## config.mk

```make
export PLATFORM = sky130hd
export DESIGN_NAME = multilevel_priority_queue
export DESIGN_NICKNAME = d
export VERILOG_FILES = /design/src/hw/rtl/mpq_pkg.sv /design/src/hw/rtl/mpq_ram.sv /design/src/hw/rtl/mpq_datapath.sv /design/src/hw/rtl/mpq_ctrl.sv /design/src/hw/rtl/multilevel_priority_queue.sv
export SDC_FILE = /design/constraint.sdc
export NUM_CORES = 1
export LEC_CHECK = 0
export ABC_AREA = 1
export BUFFER_PORTS_ARGS = -buffer_cell sky130_fd_sc_hd__buf_2
export CORE_UTILIZATION = 38
export CTS_BUF_LIST = sky130_fd_sc_hd__clkbuf_16
export CTS_CLUSTER_SIZE = 30
export DETAILED_ROUTE_END_ITERATION = 16
export SETUP_SLACK_MARGIN = 0.02
export SYNTH_ARGS = -nofsm -noshare
export SYNTH_HDL_FRONTEND = slang
export SYNTH_HIERARCHICAL = 1
export SYNTH_SLANG_ARGS = --single-unit
```

## constraint.sdc

```tcl
create_clock -name aclk -period 6.23 [get_ports aclk]
set_input_delay 0.3115 -clock aclk [delete_from_list [all_inputs] [get_ports aclk]]
set_output_delay 0.3115 -clock aclk [all_outputs]
set_load 0.02 [all_outputs]
```

## src/hw/rtl/mpq_pkg.sv

```systemverilog
package mpq_pkg;

    localparam int STATUS_W = 3;
    localparam int WORD_W   = 32;
    localparam int PRIO_W   = 2;

    localparam logic [STATUS_W-1:0] ST_INSERTED = 3'd0;
    localparam logic [STATUS_W-1:0] ST_OVERFLOW = 3'd1;
    localparam logic [STATUS_W-1:0] ST_BADPRIO  = 3'd2;
    localparam logic [STATUS_W-1:0] ST_DELETED  = 3'd3;
    localparam logic [STATUS_W-1:0] ST_EMPTY    = 3'd4;

    localparam logic FUNC_INSERT = 1'b0;
    localparam logic FUNC_DELETE = 1'b1;

    typedef struct packed {
        logic capture;
        logic exec;
        logic load_rd;
    } mpq_cmd_t;

    typedef struct packed {
        logic rd_hit;
    } mpq_stat_t;

endpackage

```

## src/hw/rtl/mpq_ram.sv

```systemverilog
module mpq_ram #(
    parameter int WIDTH = 32,
    parameter int DEPTH = 12
) (
    input  logic                     aclk,
    input  logic                     we,
    input  logic [$clog2(DEPTH)-1:0] addr,
    input  logic [WIDTH-1:0]         wdata,
    output logic [WIDTH-1:0]         rdata
);

    logic [WIDTH-1:0] mem [DEPTH];

    always_ff @(posedge aclk) begin
        if (we) begin
            mem[addr] <= wdata;
        end
        rdata <= mem[addr];
    end

endmodule

```

## src/hw/rtl/mpq_datapath.sv

```systemverilog
module mpq_datapath #(
    parameter int LEVELS = 3,
    parameter int DEPTH  = 4
) (
    input  logic                              aclk,
    input  logic                              aresetn,
    input  mpq_pkg::mpq_cmd_t                 cmd,
    output mpq_pkg::mpq_stat_t                stat,
    input  logic                              in_func,
    input  logic [mpq_pkg::PRIO_W-1:0]        in_prio,
    input  logic signed [mpq_pkg::WORD_W-1:0] in_item,
    output logic [mpq_pkg::STATUS_W-1:0]      out_status,
    output logic signed [mpq_pkg::WORD_W-1:0] out_item,
    output logic [mpq_pkg::PRIO_W-1:0]        out_level
);
    import mpq_pkg::*;

    localparam int LVL_W  = (LEVELS > 1) ? $clog2(LEVELS) : 1;
    localparam int PTR_W  = $clog2(DEPTH);
    localparam int CNT_W  = $clog2(DEPTH + 1);
    localparam int SLOTS  = LEVELS * DEPTH;
    localparam int ADDR_W = $clog2(SLOTS);

    logic                     req_func_reg;
    logic [PRIO_W-1:0]        req_prio_reg;
    logic signed [WORD_W-1:0] req_item_reg;

    logic [CNT_W-1:0] fill_reg [LEVELS];
    logic [CNT_W-1:0] fill_next [LEVELS];
    logic [PTR_W-1:0] head_reg [LEVELS];
    logic [PTR_W-1:0] head_next [LEVELS];
    logic [PTR_W-1:0] tail_reg [LEVELS];
    logic [PTR_W-1:0] tail_next [LEVELS];

    logic [STATUS_W-1:0]      status_reg, status_next;
    logic signed [WORD_W-1:0] item_reg, item_next;
    logic [PRIO_W-1:0]        level_reg, level_next;

    logic              bad_prio;
    logic [LVL_W-1:0]  ins_lvl;
    logic              ins_full;
    logic              found;
    logic [LVL_W-1:0]  del_lvl;
    logic              ram_we;
    logic [ADDR_W-1:0] ram_addr;
    logic [WORD_W-1:0] ram_rdata;

    function automatic logic [PTR_W-1:0] wrap_inc(input logic [PTR_W-1:0] p);
        logic [PTR_W-1:0] r;
        if (p == PTR_W'(DEPTH - 1)) begin
            r = '0;
        end else begin
            r = p + 1'b1;
        end
        return r;
    endfunction

    always_comb begin
        bad_prio = (32'(req_prio_reg) >= LEVELS);
        ins_lvl  = bad_prio ? '0 : LVL_W'(req_prio_reg);
        ins_full = (fill_reg[ins_lvl] == CNT_W'(DEPTH));
        found    = 1'b0;
        del_lvl  = '0;
        for (int i = 0; i < LEVELS; i++) begin
            if (!found && fill_reg[i] != '0) begin
                found   = 1'b1;
                del_lvl = LVL_W'(i);
            end
        end
    end

    always_comb begin
        fill_next   = fill_reg;
        head_next   = head_reg;
        tail_next   = tail_reg;
        status_next = status_reg;
        item_next   = item_reg;
        level_next  = level_reg;
        ram_we      = 1'b0;
        ram_addr    = ADDR_W'(ins_lvl) * ADDR_W'(DEPTH) + ADDR_W'(tail_reg[ins_lvl]);
        stat.rd_hit = (req_func_reg == FUNC_DELETE) && found;
        if (req_func_reg == FUNC_DELETE) begin
            ram_addr = ADDR_W'(del_lvl) * ADDR_W'(DEPTH) + ADDR_W'(head_reg[del_lvl]);
        end
        if (cmd.exec) begin
            item_next = '0;
            if (req_func_reg == FUNC_INSERT) begin
                level_next = req_prio_reg;
                priority if (bad_prio) begin
                    status_next = ST_BADPRIO;
                end else if (ins_full) begin
                    status_next = ST_OVERFLOW;
                end else begin
                    status_next        = ST_INSERTED;
                    ram_we             = 1'b1;
                    tail_next[ins_lvl] = wrap_inc(tail_reg[ins_lvl]);
                    fill_next[ins_lvl] = fill_reg[ins_lvl] + 1'b1;
                end
            end else if (found) begin
                status_next        = ST_DELETED;
                level_next         = PRIO_W'(del_lvl);
                head_next[del_lvl] = wrap_inc(head_reg[del_lvl]);
                fill_next[del_lvl] = fill_reg[del_lvl] - 1'b1;
            end else begin
                status_next = ST_EMPTY;
                level_next  = '0;
            end
        end
        if (cmd.load_rd) begin
            item_next = ram_rdata;
        end
    end

    always_ff @(posedge aclk) begin
        if (!aresetn) begin
            for (int i = 0; i < LEVELS; i++) begin
                fill_reg[i] <= '0;
                head_reg[i] <= '0;
                tail_reg[i] <= '0;
            end
        end else begin
            fill_reg <= fill_next;
            head_reg <= head_next;
            tail_reg <= tail_next;
        end
    end

    always_ff @(posedge aclk) begin
        if (cmd.capture) begin
            req_func_reg <= in_func;
            req_prio_reg <= in_prio;
            req_item_reg <= in_item;
        end
        status_reg <= status_next;
        item_reg   <= item_next;
        level_reg  <= level_next;
    end

    mpq_ram #(
        .WIDTH(WORD_W),
        .DEPTH(SLOTS)
    ) u_slots (
        .aclk (aclk),
        .we   (ram_we),
        .addr (ram_addr),
        .wdata(req_item_reg),
        .rdata(ram_rdata)
    );

    assign out_status = status_reg;
    assign out_item   = item_reg;
    assign out_level  = level_reg;

endmodule

```

## src/hw/rtl/mpq_ctrl.sv

```systemverilog
module mpq_ctrl (
    input  logic               aclk,
    input  logic               aresetn,
    input  logic               s_tvalid,
    output logic               s_tready,
    output logic               m_tvalid,
    input  logic               m_tready,
    input  mpq_pkg::mpq_stat_t stat,
    output mpq_pkg::mpq_cmd_t  cmd
);
    import mpq_pkg::*;

    localparam logic [1:0] S_IDLE   = 2'd0;
    localparam logic [1:0] S_EXEC   = 2'd1;
    localparam logic [1:0] S_RDWAIT = 2'd2;
    localparam logic [1:0] S_OUT    = 2'd3;

    logic [1:0] state_reg, state_next;

    always_comb begin
        state_next  = state_reg;
        cmd.capture = 1'b0;
        cmd.exec    = 1'b0;
        cmd.load_rd = 1'b0;
        unique case (state_reg)
            S_IDLE: begin
                if (s_tvalid) begin
                    cmd.capture = 1'b1;
                    state_next  = S_EXEC;
                end
            end
            S_EXEC: begin
                cmd.exec   = 1'b1;
                state_next = stat.rd_hit ? S_RDWAIT : S_OUT;
            end
            S_RDWAIT: begin
                cmd.load_rd = 1'b1;
                state_next  = S_OUT;
            end
            S_OUT: begin
                if (m_tready) begin
                    state_next = S_IDLE;
                end
            end
            default: begin
                state_next = S_IDLE;
            end
        endcase
    end

    always_ff @(posedge aclk) begin
        if (!aresetn) begin
            state_reg <= S_IDLE;
        end else begin
            state_reg <= state_next;
        end
    end

    assign s_tready = (state_reg == S_IDLE);
    assign m_tvalid = (state_reg == S_OUT);

endmodule

```

## src/hw/rtl/multilevel_priority_queue.sv

```systemverilog
// Multilevel priority queue: one ring FIFO of DEPTH words for each of LEVELS
// levels, level 0 most urgent, all levels sharing one single-port slot RAM.
// Each request on the slave channel (insert or delete, chosen by s_tuser)
// yields exactly one result on the master channel, and requests are served
// one at a time: an insert or a failed request goes from acceptance through
// S_EXEC and S_OUT, a successful delete also through S_RDWAIT for the
// registered read of the slot RAM; a stalled master holds it in S_OUT.
// Unwritten slots are never read, so the RAM needs no clearing after reset.
module multilevel_priority_queue #(
    parameter int LEVELS = 3,
    parameter int DEPTH  = 4
) (
    input  logic        aclk,
    input  logic        aresetn,
    input  logic        s_tvalid,
    output logic        s_tready,
    input  logic [39:0] s_tdata,   // priority_req[1:0], item[33:2], zero pad
    input  logic [0:0]  s_tuser,   // func
    output logic        m_tvalid,
    input  logic        m_tready,
    output logic [39:0] m_tdata,   // item_out[31:0], level_out[33:32], zero pad
    output logic [2:0]  m_tuser    // status
);
    import mpq_pkg::*;

    mpq_cmd_t               cmd;
    mpq_stat_t              stat;
    logic [STATUS_W-1:0]    out_status;
    logic signed [WORD_W-1:0] out_item;
    logic [PRIO_W-1:0]      out_level;

    mpq_datapath #(
        .LEVELS(LEVELS),
        .DEPTH (DEPTH)
    ) u_datapath (
        .aclk      (aclk),
        .aresetn   (aresetn),
        .cmd       (cmd),
        .stat      (stat),
        .in_func   (s_tuser[0]),
        .in_prio   (s_tdata[1:0]),
        .in_item   (s_tdata[33:2]),
        .out_status(out_status),
        .out_item  (out_item),
        .out_level (out_level)
    );

    mpq_ctrl u_ctrl (
        .aclk    (aclk),
        .aresetn (aresetn),
        .s_tvalid(s_tvalid),
        .s_tready(s_tready),
        .m_tvalid(m_tvalid),
        .m_tready(m_tready),
        .stat    (stat),
        .cmd     (cmd)
    );

    assign m_tdata = {6'd0, out_level, out_item};
    assign m_tuser = out_status;

    a_one_side: assert property (@(posedge aclk) disable iff (!aresetn)
        !(s_tready && m_tvalid))
        else $error("input taken while a result is pending");

    a_no_early_result: assert property (@(posedge aclk) disable iff (!aresetn)
        (s_tvalid && s_tready) |=> !m_tvalid)
        else $error("result shown before the request was executed");

    a_status_code: assert property (@(posedge aclk) disable iff (!aresetn)
        m_tvalid |-> (m_tuser <= ST_EMPTY))
        else $error("undefined status code");

    a_item_zero: assert property (@(posedge aclk) disable iff (!aresetn)
        (m_tvalid && m_tuser != ST_DELETED) |-> (m_tdata[31:0] == '0))
        else $error("item non-zero on a result that removed nothing");

endmodule
```

Yosys cells after proc, flatten, opt, wreduce, memory -nomap -nowiden:

Memory sizes are Yosys's and may differ from the RTL's. A register that Yosys moved wholly into a read port is not among the register bits.
Cells that the tools add are included.
Widths: inputs -> output; s select.

* add/subtract/negate cells: 6
* magnitude comparators: 5
* eq/ne operators: 11
* multiplexer cells: 66
* bitwise operators: 5
* reductions and logical operators: 16

Operators by type and width (number)
* $mux 32: 2
* $mux 2: 21
* $mux 9: 4
* $mux 3: 9
* $bwmux 9: 2
* $mux 1: 16
* $bmux 3 s2: 2
* $bwmux 6: 2
* $demux 3 s2: 2
* $reduce_bool 3->1: 3
* $add 4x2->4: 2
* $bmux 2 s2: 2
* $demux 2 s2: 2
* $eq 2x2->1 const B: 4
* $pmux 2 s4: 1
* $reduce_and 4->1: 2
* $ge 3x3->1 const B: 2
* $lt 3x1->1 const B: 2
* $ne 2x1->1 const B: 3
* $not 2->3: 2
* $logic_and 1x1->1: 5
* $add 2x1->2 const B: 2
* $mux 4: 1
* $ne 2x2->1 const B: 2
* 11 further kinds: 14

* flip-flop bits (word level): 95
* memory bits (writable): 384
* input bits: 45
* logic and storage cells: 126
* memories kept: 1

Memory list
* u_datapath.u_slots.mem: depth 12, bits a word 32, rd ports 1, clocked after Yosys merged registers in 1, write ports 1, line mpq_ram.sv:12 `logic [WIDTH-1:0] mem [DEPTH];`

Depth between registers and ports, before layout:

* depth after elaboration: 18
* gate-level depth with buffers: 19
* gate-level depth less buffers: 16

Hierarchy:

The synthesis kept the hierarchy.

Modules (own cells, without submodules)
* mpq_ram: instances 1, cells an instance 1506, area an instance 16533.4 µm², seq. area each 12171.7 µm²
* mpq_datapath: instances 1, cells an instance 425, area an instance 4170.2 µm², seq. area each 2582.5 µm²
* mpq_ctrl: instances 1, cells an instance 28, area an instance 201.4 µm², seq. area each 40.0 µm²
* multilevel_priority_queue: instances 1, cells an instance 7, area an instance 48.8 µm², seq. area each 0.0 µm²

Least setup slack after synthesis:

No wires, ideal clock.

* kind: register -> register
* from: register u_datapath.req_prio_reg[0]
* to: memory u_datapath.u_slots.mem[3][0] (enable)
* library setup time: 0.421 ns
* arrival time: 3.267 ns
* required time: 5.809 ns
* slack: 2.542 ns
* cell stages (with the launch flop): 12
* path buffers: 2
* clock period less this slack: 3.688 ns
* cell sequence: edfxtp_1 inv_1 ha_1 inv_1 o21ai_0 o21ai_0 nand2_1 o21ai_0 buf_2 clkbuf_1 nand3_1 nor2_1

RTL lines
* start: declaration: line mpq_datapath.sv:25 `logic [PRIO_W-1:0] req_prio_reg;`
* start signal: assignment: line mpq_datapath.sv:131 `req_prio_reg <= in_prio;`
* $ge 2x2->1: line mpq_datapath.sv:59 `bad_prio = (32'(req_prio_reg) >= LEVELS);`
* $mux 2 *: line mpq_datapath.sv:60 `ins_lvl = bad_prio ? '0 : LVL_W'(req_prio_reg);`
* $not 2->3 (implied by the code) *: line mpq_datapath.sv:80 `ram_addr = ADDR_W'(ins_lvl) * ADDR_W'(DEPTH) + ADDR_W'(tail_reg[ins_lvl]);`
* $bmux 2 s2 *: line mpq_datapath.sv:80
* $mux 2 (implied by the code) * (2 in series): line mpq_datapath.sv:80
* $add 4x2->4 *: line mpq_datapath.sv:80
* $mux 4 *: line mpq_datapath.sv:82 `if (req_func_reg == FUNC_DELETE) begin`
* via u_datapath.ram_addr[1]: line mpq_datapath.sv:45 `logic [ADDR_W-1:0] ram_addr;`
* end: declaration: line mpq_ram.sv:12

The timed path passes the listed nets; every way through them passes the cells marked *. The select of a mux whose other input is x is not followed.

Worst setup path in the final report:

* from: register u_datapath.req_prio_reg[0]
* to: register u_datapath.u_slots.rdata[3], read port of u_datapath.u_slots.mem

* longest elaborated chain between the ends: 8

RTL lines
* $ge 2x2->1: line mpq_datapath.sv:59
* $mux 2 *: line mpq_datapath.sv:60
* $not 2->3 (implied by the code) *: line mpq_datapath.sv:80
* $bmux 2 s2 *: line mpq_datapath.sv:80
* $mux 2 (implied by the code) * (2 in series): line mpq_datapath.sv:80
* $add 4x2->4 *: line mpq_datapath.sv:80
* $mux 4 *: line mpq_datapath.sv:82
* via u_datapath.ram_addr[0]: line mpq_datapath.sv:45
* end: declaration: line mpq_ram.sv:9 `output logic [WIDTH-1:0] rdata`

Marked as above.
A chain may end at the register's enable or synchronous reset.

==> impl_results.md <==
* Vias in the first global route at 12.8k
* Nets at 2,132
* Hold path startpoint: aresetn
* RSZ-0062 raised after global routing: no
* CTS HTree Levels at 2
* Worst-Skew Late Latency at 0.60 ns
* CTS tree: yes
* Most flop-heavy register: u_datapath/u_slots/mem
* Pint at 6.78 mW
* Largest net degree at the start of global routing at 96
* Die extent in x at 237 um
* Synth top area share at 0.653
* Cell taking the most area after synthesis: edfxtp_1
* Setup_tns at 0 ns
* Core area at 0.0541 sq mm
* CP Cell Sequence: inv_1 > ha_1 > inv_1 > nor2_1 > inv_1 > o21ai_2 > nand2_1 > o21ai_4 > buf_4 > buf_4 > nand2_1 > nand2_1 > nand2_1 > nand2_1 > nand2_1 > nand3_1
* Switch share at 0.347
* Met3 WL at 2190 um
* Synth async-reset ratio at 0
* # fillers at 4,947
* Max-slew violations at 0
* Fmax at 228 MHz
* DR top layer: met4
* Static Leak at 10.0 nW
* Commonest non-fill, non-tap cell in the layout: nand2_1
* Startpoint Class: flop
* Max clock buf depth at 3
* WL final at 47,100 um
* Share of cells above drive strength 1 at 0.109
* CP most frequent cell: nand2_1
* Die Y at 237 um
* Critical Path Sink Type: flop
* Final setup violation count at 0
* Critical Path RT at 6.77 ns
* Clock share of power at 0.287
* Max reg flops at 384
* Met2 routed WL at 22,200 um
* Vias per std cell at 4.73
* Primary FF master, synth: edfxtp_1
* 1st-iter DRT viols at 971
* # DRC at 0
* Tmin final at 4.39 ns
* Sequential share of power at 0.441
* EDFF count, synth at 456
* Area Overhead vs Synth at 14.4%
* Clock Sinks at 511
* Yosys warnings at 6
* Final worst-path cycle share at 0.705
* Register area at 0.0148 sq mm
* Setup CP Type: flop to flop
* Metal-1 WL at 21,600 um
* Worst Slack Setup Final at 1.84 ns
* Logic pwr share at 0.272
* Min-delay worst type: input port to flop
* Root cell of the clock tree: clkbuf_16
* ANT cells at 0
* Worst hold slack at 0.0857 ns
* Slew HR at 0.285
* Max Cap Viol at 0
* Worst Skew at 0.0169 ns
* Worst hold stages at 3
* Critical Path AT at 4.93 ns
* Worst-path clk slew at 0.07 ns
* Antenna-violating nets left at 0
* VDD IR max at 0.000269 V
* Crit-path max cell delay at 0.90 ns
* Cts bufs inserted at 52
* Multi-input gate area at 0.00536 sq mm
* Internal reg-to-reg setup slack at 1.84 ns
* Main area contributors after synthesis: edfxtp_1 65%, nand2_1 19%, dfxtp_1 5.3%, inv_1 1.6%, nand3_1 1.5%
* Via Count at 13.3k
* Reg2Reg Launch Point: u_datapath/req_prio_reg[0]
* Final std cells w/o fill at 2,814
* DIE AREA at 0.0561 sq mm
* RR Endpoint: u_datapath/u_slots/rdata[3]
* Synth cell types at 37
* Mapped Cells at 1,966
* Cell Area, Synth at 0.0210 sq mm
* Crit-path slowest cell: buf_4
* First-pass GRT wire length at 73,300 um
* Wire per inst at 16.7 um
* Port bufs at 77
* Hold Path End: u_datapath/fill_reg[0]
* DP Cell Count at 2,682
* Power per cell area at 433 mW/mm^2
* Post-DP HPWL at 25,100 um
* Syn avg cell area at 10.7 sq um
* Gpl congestion at 0.831
* Initial antenna violation count at 0
* Pre-antenna DRT Iters at 5
* Row count at 85
* GRT Total Usage at 0.171
* R2R depth at 16
* Status: finished clean
* NetSw at 3.60 mW
* Design Area, Final at 0.0240 sq mm
* Hold Violations, Final at 0
* Flops & latches, synth at 511
* Pre-CTS setup slack at 1.88 ns
* Ports at 90
* GRT overflow at 0
* Most frequent cells in the layout: 1,077 x nand2_1, 456 x edfxtp_1, 103 x inv_1
* Post-cts sizing count at 0
* Worst slew pin tran at 1.07 ns
* Sequential-to-total area share from yosys stat at 0.706
* Critical path fanouts, max at 95
* Post-DP Area at 0.0220 sq mm
* Starting Density at 0.387
==> worst max path at each step <==
stage | from | endpoint | slack, ns | cells past startpoint
5_1_grt | u_datapath/req_prio_reg[0] | u_datapath/u_slots/rdata[10] | 1.46 | 16
3_3_place_gp | u_datapath/req_prio_reg[0] | u_datapath/u_slots/rdata[5] | 1.93 | 16
4_1_cts | u_datapath/req_prio_reg[0] | u_datapath/u_slots/rdata[3] | 1.86 | 16
6_report | u_datapath/req_prio_reg[0] | u_datapath/u_slots/rdata[3] | 1.84 | 16
3_5_place_dp | u_datapath/req_prio_reg[0] | u_datapath/u_slots/rdata[3] | 1.88 | 16
2_1_floorplan | u_datapath/req_prio_reg[0] | u_datapath/u_slots/mem[3][0] | 2.54 | 11
==> power by group through the flow <==
stage               registers [mW]  clock network, mW  logic [mW]
finish                        4.58               2.98        2.82
detailed placement            4.65                  0        2.83
CTS                           4.59               3.05        2.86
global placement              4.64                  0        2.81
global route                  4.64               3.17        3.19
floorplan                     4.72                  0        1.95
==> critical path, delay by kind of cell (launching register included) <==
kind	cells	cell delay, ns
buf+inv	5	2.19
simple gates	8	0.89
flops	1	0.44
compound gates	2	0.41
fa+ha+maj	1	0.25
==> cells by family (layout without fill, tap and decap cells) <==
kind of cell | Yosys count | in the layout | share of synthesized area
other | 1 | 6 | 0.000179
buffers and inverters | 188 | 335 | 0.0459
flip-flops | 511 | 511 | 0.706
adder cells (fa/ha/maj) | 12 | 12 | 0.00717
AND/OR/NAND/NOR | 1207 | 1207 | 0.228
XOR/XNOR | 1 | 1 | 0.000418
AO/OA/AOI/OAI | 46 | 46 | 0.0127
==> timing repair <==
action | CTS | global route
buffers inserted | 0 | 0
hold buffers | 35 | 0
endpoints found under the hold margin | 35 | 0
==> final cells by class <==
cell class	instances	share of cell area
Clock inverter	44	0.0128
Clock buffer	53	0.0553
Timing Repair Buffer	137	0.0385
Sequential cell	511	0.617
Inverter	101	0.0159
Tap cell	696	0.0363
Multi-Input combinational cell	1272	0.224
==> layer usage <==
metal  vias to the layer above  track usage
li1                       6582            -
met1                      6325        0.231
met2                       311        0.284
met3                        81       0.0240
met4                         0       0.0523
met5                         -            0
==> synthesized netlist by cell type, types with 3 or more instances <==
cell type,instances
nor2_1,40
o21a_1,8
a21oi_2,3
dfxtp_1,55
buf_1,9
inv_1,88
nand3_2,8
o21ai_0,19
clkbuf_1,14
edfxtp_1,456
buf_2,28
nand2_1,1077
nand3_1,63
nand2_2,5
ha_1,12
inv_2,11
buf_4,16
buf_6,19
nor2_4,4
a21oi_1,12
==> metrics by stage <==
stage | total power, mW | util
finish | 10.4 | 0.443
global route | 11.0 | 0.443
CTS | 10.5 | 0.443
detailed placement | 7.48 | 0.406
global placement | 7.45 | 0.406
floorplan | 6.67 | -
Power figures use the tool's default switching activity.
